===== config.mk =====
export PLATFORM = sky130hd
export DESIGN_NAME = fragment_request_tracker
export DESIGN_NICKNAME = d
export VERILOG_FILES = /design/src/hw/rtl/frt_pkg.sv /design/src/hw/rtl/frt_bitmap_ram.sv /design/src/hw/rtl/frt_seq.sv /design/src/hw/rtl/fragment_request_tracker.sv
export SDC_FILE = /design/constraint.sdc
export NUM_CORES = 2
export LEC_CHECK = 0
export BUFFER_PORTS_ARGS = -buffer_cell sky130_fd_sc_hd__buf_2
export CORE_AREA = 2 2 551 690
export DETAILED_ROUTE_END_ITERATION = 7
export DIE_AREA = 0 0 553 692
export PLACE_DENSITY = 0.47
export SYNTH_ARGS = -nofsm -noshare
export SYNTH_HDL_FRONTEND = slang
export SYNTH_SLANG_ARGS = --single-unit

===== constraint.sdc =====
create_clock -name clk -period 44 [get_ports clk]
set_input_delay 11 -clock clk [delete_from_list [all_inputs] [get_ports clk]]
set_output_delay 11 -clock clk [all_outputs]
set_load 0.02 [all_outputs]

===== src/hw/rtl/frt_pkg.sv =====
`timescale 1ns / 1ps
`default_nettype none

package frt_pkg;

	// Defaults for the top-level parameters.
	localparam int DEF_FRAG_BYTES_LOG2 = 10;
	localparam int DEF_MAX_FRAGS       = 1024;

	// Field widths of the transactions.
	localparam int OFFSET_W = 20;
	localparam int LENGTH_W = 21;
	localparam int FIDX_W   = 22;

	// Reset value of the file length register.
	localparam logic [LENGTH_W-1:0] FILE_BYTES_RESET = 21'd1024;

	// Register indexes of the configuration port.
	localparam logic REG_FILE_BYTES    = 1'b0;
	localparam logic REG_DOWNLOAD_MODE = 1'b1;

	// Input commands.
	localparam logic [1:0] CMD_REQ_TICK   = 2'd0;
	localparam logic [1:0] CMD_SERVE_TICK = 2'd1;
	localparam logic [1:0] CMD_REQ_RCVD   = 2'd2;
	localparam logic [1:0] CMD_FRAG_RCVD  = 2'd3;

	// Kinds of message sent.
	localparam logic [1:0] SEND_NONE = 2'd0;
	localparam logic [1:0] SEND_REQ  = 2'd1;
	localparam logic [1:0] SEND_FRAG = 2'd2;

	// One result transaction.
	typedef struct packed {
		logic                download_done;
		logic [LENGTH_W-1:0] send_length;
		logic [OFFSET_W-1:0] send_offset;
		logic [1:0]          send_kind;
	} result_t;

endpackage

`default_nettype wire


===== src/hw/rtl/frt_bitmap_ram.sv =====
`timescale 1ns / 1ps
`default_nettype none

// Fragment state memory: bit 1 is held, bit 0 is wanted. One write port and
// one read port with registered read data.
module frt_bitmap_ram #(
	parameter int DEPTH = frt_pkg::DEF_MAX_FRAGS,
	parameter int AW    = $clog2(DEPTH)
) (
	input  wire logic          clk,
	input  wire logic          we,
	input  wire logic [AW-1:0] waddr,
	input  wire logic [1:0]    wdata,
	input  wire logic          re,
	input  wire logic [AW-1:0] raddr,
	output logic      [1:0]    rdata
);

	logic [1:0] mem [DEPTH];

	// Write port.
	always_ff @(posedge clk) begin
		if (we) begin
			mem[waddr] <= wdata;
		end
	end

	// Read port, registered: read data follows in the cycle after re.
	always_ff @(posedge clk) begin
		if (re) begin
			rdata <= mem[raddr];
		end
	end

endmodule

`default_nettype wire


===== src/hw/rtl/frt_seq.sv =====
`timescale 1ns / 1ps
`default_nettype none

// Sequencer: walks the fragment memory one entry per read and evaluate pair,
// performs the read-modify-write of each command and holds the result.
module frt_seq #(
	parameter int FRAG_BYTES_LOG2 = frt_pkg::DEF_FRAG_BYTES_LOG2,
	parameter int MAX_FRAGS       = frt_pkg::DEF_MAX_FRAGS
) (
	input  wire logic                          clk,
	input  wire logic                          arst_n,
	input  wire logic [frt_pkg::LENGTH_W-1:0]  file_bytes,
	input  wire logic                          download_mode,
	input  wire logic                          in_valid,
	output logic                               in_ready,
	input  wire logic [1:0]                    in_cmd,
	input  wire logic [frt_pkg::OFFSET_W-1:0]  in_offset,
	input  wire logic [frt_pkg::LENGTH_W-1:0]  in_length,
	output logic                               out_valid,
	input  wire logic                          out_ready,
	output frt_pkg::result_t                   out_res
);

	localparam int L     = FRAG_BYTES_LOG2;
	localparam int IDX_W = $clog2(MAX_FRAGS);
	localparam int CNT_W = $clog2(MAX_FRAGS + 1);
	localparam int FW    = frt_pkg::FIDX_W;
	localparam int LW    = frt_pkg::LENGTH_W;
	localparam int BW    = ((CNT_W + L) > LW ? (CNT_W + L) : LW) + 1;

	localparam logic [2:0] ST_CLEAR = 3'd0;
	localparam logic [2:0] ST_IDLE  = 3'd1;
	localparam logic [2:0] ST_RD    = 3'd2;
	localparam logic [2:0] ST_EV    = 3'd3;
	localparam logic [2:0] ST_OUT   = 3'd4;

	logic [2:0]       state_q;
	logic [1:0]       cmd_q;
	logic             phase_q;
	logic [CNT_W-1:0] cur_q;
	logic [CNT_W-1:0] k_q;
	logic [CNT_W-1:0] start_q;
	logic [CNT_W-1:0] n_q;
	logic [FW-1:0]    end_q;
	logic [IDX_W-1:0] ptr_q;
	logic             done_given_q;
	logic             ov_q;
	frt_pkg::result_t res_q;
	frt_pkg::result_t out_q;
	frt_pkg::result_t fin_res;

	logic             ram_we;
	logic [1:0]       ram_wdata;
	logic             ram_re;
	logic [1:0]       ram_rdata;
	logic [IDX_W-1:0] cur_addr;

	frt_bitmap_ram #(
		.DEPTH(MAX_FRAGS),
		.AW   (IDX_W)
	) u_ram (
		.clk  (clk),
		.we   (ram_we),
		.waddr(cur_addr),
		.wdata(ram_wdata),
		.re   (ram_re),
		.raddr(cur_addr),
		.rdata(ram_rdata)
	);

	assign cur_addr = cur_q[IDX_W-1:0];

	// Fragment count from the file length, saturated.
	logic [LW-1:0]    quot;
	logic [CNT_W-1:0] n_now;
	always_comb begin
		quot = ((file_bytes - LW'(1)) >> L) + LW'(1);
		if (file_bytes == '0) begin
			n_now = '0;
		end else if (quot > LW'(MAX_FRAGS)) begin
			n_now = CNT_W'(MAX_FRAGS);
		end else begin
			n_now = quot[CNT_W-1:0];
		end
	end

	// Decode of a received request or fragment.
	logic [FW-1:0] first;
	logic [FW-1:0] cnt;
	logic [FW-1:0] n_ext;
	logic [CNT_W-1:0] base;
	always_comb begin
		first = {{(FW - frt_pkg::OFFSET_W){1'b0}}, in_offset} >> L;
		cnt   = ({1'b0, in_length} + (FW'(1) << L) - FW'(1)) >> L;
		n_ext = {{(FW - CNT_W){1'b0}}, n_now};
		base  = (CNT_W'(ptr_q) < n_now) ? CNT_W'(ptr_q) : '0;
	end

	// Memory read data as seen by the commands.
	logic             held_eff;
	logic [CNT_W-1:0] nxt;
	logic             last;
	assign held_eff = !download_mode || ram_rdata[1];
	assign nxt      = cur_q + CNT_W'(1);
	assign last     = (nxt >= n_q);

	// Offsets and lengths of the two message kinds.
	logic [CNT_W-1:0] sel_start;
	logic [CNT_W-1:0] sel_stop;
	logic [BW-1:0]    fb_ext;
	logic [BW-1:0]    fsize;
	logic [BW-1:0]    req_off;
	logic [BW-1:0]    req_len;
	logic [BW-1:0]    frag_off;
	logic [BW-1:0]    frag_rem;
	logic [BW-1:0]    frag_len;
	always_comb begin
		sel_start = phase_q ? start_q : cur_q;
		sel_stop  = (phase_q && held_eff) ? cur_q : n_q;
		fb_ext    = {{(BW - LW){1'b0}}, file_bytes};
		fsize     = BW'(1) << L;
		req_off   = {{(BW - CNT_W){1'b0}}, sel_start} << L;
		req_len   = {{(BW - CNT_W){1'b0}}, sel_stop - sel_start} << L;
		if (req_off + req_len > fb_ext) begin
			req_len = fb_ext - req_off;
		end
		frag_off = {{(BW - CNT_W){1'b0}}, cur_q} << L;
		frag_rem = fb_ext - frag_off;
		frag_len = (frag_rem > fsize) ? fsize : frag_rem;
	end

	// Memory write and read controls.
	always_comb begin
		ram_we    = 1'b0;
		ram_wdata = 2'b00;
		ram_re    = (state_q == ST_RD);
		if (state_q == ST_CLEAR) begin
			ram_we = 1'b1;
		end else if (state_q == ST_EV) begin
			unique case (cmd_q)
				frt_pkg::CMD_SERVE_TICK: begin
					ram_we    = ram_rdata[0];
					ram_wdata = {ram_rdata[1], 1'b0};
				end
				frt_pkg::CMD_REQ_RCVD: begin
					ram_we    = held_eff;
					ram_wdata = {ram_rdata[1], 1'b1};
				end
				frt_pkg::CMD_FRAG_RCVD: begin
					ram_we    = !phase_q;
					ram_wdata = {ram_rdata[1] | download_mode, 1'b0};
				end
				default: begin
					ram_we = 1'b0;
				end
			endcase
		end
	end

	assign in_ready  = (state_q == ST_IDLE);
	assign out_valid = ov_q;
	assign out_res   = out_q;

	// Result of the command being finished in this cycle.
	always_comb begin
		fin_res = '0;
		if (state_q == ST_EV) begin
			unique case (cmd_q)
				frt_pkg::CMD_REQ_TICK: begin
					if ((!phase_q && !held_eff && last) || (phase_q && (held_eff || last))) begin
						fin_res.send_kind   = frt_pkg::SEND_REQ;
						fin_res.send_offset = req_off[frt_pkg::OFFSET_W-1:0];
						fin_res.send_length = req_len[LW-1:0];
					end
				end
				frt_pkg::CMD_SERVE_TICK: begin
					if (ram_rdata[0]) begin
						fin_res.send_kind   = frt_pkg::SEND_FRAG;
						fin_res.send_offset = frag_off[frt_pkg::OFFSET_W-1:0];
						fin_res.send_length = frag_len[LW-1:0];
					end
				end
				frt_pkg::CMD_FRAG_RCVD: begin
					fin_res.download_done = phase_q && held_eff && last;
				end
				default: begin
					fin_res = '0;
				end
			endcase
		end
	end

	// Output register: takes the finished result once the previous one has gone.
	always_ff @(posedge clk or negedge arst_n) begin
		if (!arst_n) begin
			ov_q  <= 1'b0;
			out_q <= '0;
		end else if (state_q == ST_OUT && (!ov_q || out_ready)) begin
			ov_q  <= 1'b1;
			out_q <= res_q;
		end else if (out_ready) begin
			ov_q <= 1'b0;
		end
	end

	// Command sequencing.
	always_ff @(posedge clk or negedge arst_n) begin
		if (!arst_n) begin
			state_q      <= ST_CLEAR;
			cur_q        <= '0;
			ptr_q        <= '0;
			done_given_q <= 1'b0;
			phase_q      <= 1'b0;
			cmd_q        <= frt_pkg::CMD_REQ_TICK;
			k_q          <= '0;
			start_q      <= '0;
			n_q          <= '0;
			end_q        <= '0;
			res_q        <= '0;
		end else begin
			unique case (state_q)
				ST_CLEAR: begin
					cur_q <= nxt;
					if (cur_q == CNT_W'(MAX_FRAGS - 1)) begin
						state_q <= ST_IDLE;
					end
				end
				ST_IDLE: begin
					if (in_valid) begin
						cmd_q   <= in_cmd;
						n_q     <= n_now;
						phase_q <= 1'b0;
						k_q     <= '0;
						end_q   <= first + cnt;
						res_q   <= '0;
						state_q <= ST_OUT;
						unique case (in_cmd)
							frt_pkg::CMD_REQ_TICK: begin
								cur_q <= '0;
								if (n_now != '0) state_q <= ST_RD;
							end
							frt_pkg::CMD_SERVE_TICK: begin
								cur_q <= base;
								if (n_now != '0) state_q <= ST_RD;
							end
							frt_pkg::CMD_REQ_RCVD: begin
								cur_q <= first[CNT_W-1:0];
								if (first < n_ext && cnt != '0) state_q <= ST_RD;
							end
							default: begin
								cur_q <= first[CNT_W-1:0];
								if (first < n_ext) state_q <= ST_RD;
							end
						endcase
					end
				end
				ST_RD: begin
					state_q <= ST_EV;
				end
				ST_EV: begin
					res_q   <= fin_res;
					state_q <= ST_OUT;
					unique case (cmd_q)
						frt_pkg::CMD_REQ_TICK: begin
							if (!phase_q) begin
								if (!held_eff) begin
									start_q <= cur_q;
									phase_q <= 1'b1;
								end
								if (!last) begin
									cur_q   <= nxt;
									state_q <= ST_RD;
								end
							end else if (!held_eff && !last) begin
								cur_q   <= nxt;
								state_q <= ST_RD;
							end
						end
						frt_pkg::CMD_SERVE_TICK: begin
							if (ram_rdata[0]) begin
								ptr_q <= cur_addr;
							end else if (k_q + CNT_W'(1) < n_q) begin
								k_q     <= k_q + CNT_W'(1);
								cur_q   <= last ? '0 : nxt;
								state_q <= ST_RD;
							end
						end
						frt_pkg::CMD_REQ_RCVD: begin
							if (!last && {{(FW - CNT_W){1'b0}}, nxt} < end_q) begin
								cur_q   <= nxt;
								state_q <= ST_RD;
							end
						end
						default: begin
							if (!phase_q) begin
								// A newly held fragment starts a check for completion.
								if (!held_eff && !done_given_q) begin
									phase_q <= 1'b1;
									cur_q   <= '0;
									state_q <= ST_RD;
								end
							end else if (held_eff) begin
								if (last) begin
									done_given_q <= 1'b1;
								end else begin
									cur_q   <= nxt;
									state_q <= ST_RD;
								end
							end
						end
					endcase
				end
				ST_OUT: begin
					if (!ov_q || out_ready) begin
						state_q <= ST_IDLE;
					end
				end
				default: begin
					state_q <= ST_IDLE;
				end
			endcase
		end
	end

endmodule

`default_nettype wire


===== src/hw/rtl/fragment_request_tracker.sv =====
`timescale 1ns / 1ps
`default_nettype none

// Channel  | Dir | Handshake              | Content
// s_axis   | in  | s_axis_tvalid/tready   | tuser cmd, tdata offset and length
// m_axis   | out | m_axis_tvalid/tready   | tuser kind/done, tdata offset/length
// cfg      | in  | cfg_we, no wait        | index 0 file_bytes, 1 download_mode
//
// Every entry visited takes a memory read, then an evaluate and write.
// A request or serve tick visits up to frag_count entries; a fragment that
// completes a hold visits up to frag_count + 1; before that the item is
// accepted, and afterwards its result is handed to the output register.
// After reset a clearing pass writes all MAX_FRAGS entries before s_axis_tready.
// One finished result waits in the output register while the next item runs;
// the next result stalls only while that register is still full.
module fragment_request_tracker #(
	parameter int FRAG_BYTES_LOG2 = frt_pkg::DEF_FRAG_BYTES_LOG2,
	parameter int MAX_FRAGS       = frt_pkg::DEF_MAX_FRAGS
) (
	input  wire logic        clk,
	input  wire logic        arst_n,
	input  wire logic        s_axis_tvalid,
	output logic             s_axis_tready,
	input  wire logic [47:0] s_axis_tdata,   // msg_offset[19:0], msg_length[40:20]
	input  wire logic [1:0]  s_axis_tuser,   // cmd[1:0]
	output logic             m_axis_tvalid,
	input  wire logic        m_axis_tready,
	output logic [47:0]      m_axis_tdata,   // send_offset[19:0], send_length[40:20]
	output logic [2:0]       m_axis_tuser,   // send_kind[1:0], download_done[2]
	input  wire logic        cfg_we,
	input  wire logic        cfg_index,
	input  wire logic [20:0] cfg_wdata
);

	logic [frt_pkg::LENGTH_W-1:0] file_bytes_q;
	logic                         download_mode_q;
	frt_pkg::result_t             res;

	// Configuration registers.
	always_ff @(posedge clk or negedge arst_n) begin
		if (!arst_n) begin
			file_bytes_q    <= frt_pkg::FILE_BYTES_RESET;
			download_mode_q <= 1'b0;
		end else if (cfg_we) begin
			unique case (cfg_index)
				frt_pkg::REG_FILE_BYTES:    file_bytes_q    <= cfg_wdata;
				frt_pkg::REG_DOWNLOAD_MODE: download_mode_q <= cfg_wdata[0];
				default:                    file_bytes_q    <= file_bytes_q;
			endcase
		end
	end

	frt_seq #(
		.FRAG_BYTES_LOG2(FRAG_BYTES_LOG2),
		.MAX_FRAGS      (MAX_FRAGS)
	) u_seq (
		.clk          (clk),
		.arst_n       (arst_n),
		.file_bytes   (file_bytes_q),
		.download_mode(download_mode_q),
		.in_valid     (s_axis_tvalid),
		.in_ready     (s_axis_tready),
		.in_cmd       (s_axis_tuser),
		.in_offset    (s_axis_tdata[19:0]),
		.in_length    (s_axis_tdata[40:20]),
		.out_valid    (m_axis_tvalid),
		.out_ready    (m_axis_tready),
		.out_res      (res)
	);

	// Result packing.
	assign m_axis_tdata = {7'd0, res.send_length, res.send_offset};
	assign m_axis_tuser = {res.download_done, res.send_kind};

endmodule

`default_nettype wire


==> impl_results.md <==
- HP Class: register to register
- Die span in y: 692 µm
- Largest net degree at the start of global routing: 263
- WP buf/inv: 2
- # Post-CTS Setup Buffers: 0
- Final Net Count: 6030
- Fin. Hold Viols: 0
- CTS H-tree depth: 4
- 1st-pass router iterations: 6
- Clock Latency Late Sink: 0.90 ns
- Cell Pwr Density: 61.0 nW/µm²
- Synthesized flop and latch total: 2215
- Status: finished clean
- Max_cap viols: 0
- Syn Area/Cell: 16.2 µm²
- Synthesized cell area: 93800 µm²
- # rows: 252
- Post-DR wirelength/cell: 26.1 µm
- ANT nets after route: 0
- RSZ-0062 raised after global routing: no
- Hold_buf cts: 0
- I/O pin total: 130
- Sequential area share after synthesis: 0.700
- Crit Path Max Fanout: 11
- Resized Gates After CTS: 0
- Via count: 53000
- Root Driver: clkbuf_16
- Overflow after GRT: 0
- Period utilization: 0.305
- Critical path capture point type: primary output
- Vias in the first global route: 55200
- Total Routing Usage GR: 0.145
- FFs w/ async S/R, synth: 0.0745
- Design Area, Final: 107000 µm²
- Core area: 376000 µm²
- Critical path's top delay family: simple AND/OR/NAND/NOR gates
- Synth area leader: edfxtp_1
- Port bufs: 95
- CTS Buf Count: 227
- Share of layout cells above drive strength 1: 0.199
- Vias/cell: 4.84
- Initial antenna violation count: 12
- Critical-path cell list: nor2b_1 -> nand2_1 -> inv_1 -> buf_2
- Die area: 383000 µm²
- Critical path required time: 33.00 ns
- Dpl hpwl: 156000 µm
- Area contributors post-synth: edfxtp_1 66%, mux4_2 12%, nor2_1 4.5%
- Worst-path clk slew: 0.06 ns
- Bufs on Longest Clock Path: 4
- Initial core utilization: 0.250
- Post-Synthesis Cells: 5809
- Layout area overhead: 14.5%
- DRC: 0
- Worst slew margin: 0.126
- Sink Count: 2215
- Critical Path AT: 2.42 ns
- Fin util: 0.286
- Final WL: 285000 µm
- Die W: 553 µm
- Startpoint Class: register
- Slew Viols, Final: 0
- TNS Setup: 0 ns
- Tmin final: 13.42 ns
- CTS tree: done
- Synthesis Warnings: 0
- Primary FF master, synth: edfxtp_1
- Post-placement cell area: 100000 µm²
- Critical path class: register to primary output
- 1st-iter DRT viols: 5164
- Clk_skew: 0.0594 ns
- First-pass GRT wire length: 405000 µm
- Slowest stage cell, crit path: dfrtp_1
- GPL Wtd Cong: 0.810
- Synth cell types: 82
- Final setup violation count: 0
- Synth top area share: 0.656
- Slowest cell delay on critical path: 0.51 ns
- Post-synth EDFFs: 2050
- Leak: 33.5 nW
- Worst slew pin tran: 1.31 ns
- Peak VDD IR: 0.0000482 V
- F_max: 0.0745 GHz
[layout by cell type (no fill, tap or decap), types with 60 or more instances in the layout]
cell type,n
o21ai_0,139
a21oi_1,83
nand4_1,65
inv_1,101
buf_4,105
nand2_1,194
clkbuf_16,230
mux2_2,60
edfxtp_1,2050
ha_1,125
mux4_2,514
nor2_1,1109
a22oi_1,202
buf_2,94
dfrtp_1,160
[cells by family after synthesis]
kind of cell             synth area share
AO/OA/AOI/OAI                      0.0490
buffers and inverters              0.0243
XOR/XNOR                          0.00709
flip-flops                          0.700
AND/OR/NAND/NOR                    0.0694
adder cells (fa/ha/maj)            0.0177
other                           0.0000400
multiplexers                        0.132
[layout make-up]
| class | instances | area, µm² |
|---|---|---|
| diodes | 2 | 5.00 |
| fillers | 37600 | 268000 |
| clock inverters | 143 | 1410 |
| inverters | 106 | 398 |
| repair buffers | 214 | 1550 |
| clock buffers | 263 | 5900 |
| flip-flops and latches | 2215 | 65700 |
| multi-input cells | 3059 | 26300 |
| well taps | 4953 | 6200 |
[Yosys cell counts (8+ instances only)]
master / n
nand2b_1: 9
o21ai_0: 140
edfxtp_1: 2050
a211oi_1: 9
nor2b_1: 15
nand4_1: 65
mux2i_1: 17
buf_1: 17
nor4_1: 13
nor3_1: 40
a22oi_1: 202
a22o_1: 50
a31oi_1: 24
dfrtp_1: 164
buf_4: 34
inv_1: 101
and2_1: 10
a21o_1: 19
o21a_1: 8
xor2_1: 19
nand3_1: 49
nand2_1: 226
buf_2: 65
nor2_1: 1113
xnor2_1: 57
a21oi_1: 83
a221oi_1: 33
o211ai_1: 18
mux2_2: 60
clkbuf_1: 328
o21ai_1: 8
ha_1: 125
mux4_2: 514
[routing by layer]
| metal | up-vias | routed length [µm] | global-route usage |
|---|---|---|---|
| li1 | 22500 | - | - |
| met1 | 28300 | 117000 | 0.186 |
| met2 | 1802 | 143000 | 0.251 |
| met3 | 404 | 16800 | 0.0216 |
| met4 | 4 | 8490 | 0.0433 |
| met5 | - | 27 | 0 |
[path summary, 6_finish.rpt]
| path | to | slack, ns | start | depth (start not counted) |
|---|---|---|---|---|
| worst min-delay path | u_seq.res_q[0]$_DFFE_PN0P_ | 0.48 | u_seq.res_q[0]$_DFFE_PN0P_ | 2 |
| max in group asynchronous | u_seq.res_q[40]$_DFFE_PN0P_ | 32.31 | arst_n | 2 |
| worst max register to register | u_seq.res_q[33]$_DFFE_PN0P_ | 36.65 | download_mode_q$_DFFE_PN0P_ | 27 |
| min in group asynchronous | u_seq.out_res[24]$_DFFE_PN0P_ | 10.14 | arst_n | 1 |
| worst max-delay path | s_axis_tready | 30.58 | u_seq.state_q[2]$_DFFE_PN0P_ | 4 |
| worst min register to register | u_seq.res_q[0]$_DFFE_PN0P_ | 0.48 | u_seq.res_q[0]$_DFFE_PN0P_ | 2 |
[registers in the layout, summed over array words and instances (netlist names)]
| register | cells |
|---|---|
| download_mode_q | 1 |
| file_bytes_q | 21 |
| u_seq.cmd_q | 2 |
| u_seq.cur_q | 11 |
| u_seq.done_given_q | 1 |
| u_seq.end_q | 13 |
| u_seq.k_q | 11 |
| u_seq.n_q | 11 |
| u_seq.out_res | 34 |
| u_seq.out_valid | 1 |
| u_seq.phase_q | 1 |
| u_seq.ptr_q | 10 |
| u_seq.res_q | 34 |
| u_seq.start_q | 11 |
| u_seq.state_q | 3 |
| u_seq.u_ram.mem | 2048 |
| u_seq.u_ram.rdata | 2 |
[worst reg2reg max path, delay by kind of cell, from the launching register on]
family / cells / cell delay [ns]
flops: 1 / 0.46
mux: 2 / 0.80
xor+xnor: 1 / 0.28
simple gates: 7 / 1.51
buf+inv: 3 / 0.51
compound gates: 10 / 2.30
fa+ha+maj: 4 / 1.36
[stage by stage]
step | hold WS, ns | instances | setup WS, ns | total power, mW
global placement | 0.462 | 10500 | 29.77 | 4.68
floorplan | 0.443 | 5825 | 17.11 | 4.02
global route | 0.502 | 11000 | 30.45 | 6.85
finish | 0.479 | 11000 | 30.58 | 6.56
detailed placement | 0.466 | 10500 | 29.88 | 4.69
CTS | 0.482 | 11000 | 30.55 | 6.63
[report_power, final]
group	switching (mW)	total (mW)	leakage, nW	internal, mW
registers	0.0627	2.48	20.8	2.42
clock network	0.829	1.94	3.59	1.11
logic	1.32	2.14	9.20	0.829
(Power assumes the default switching activity.)
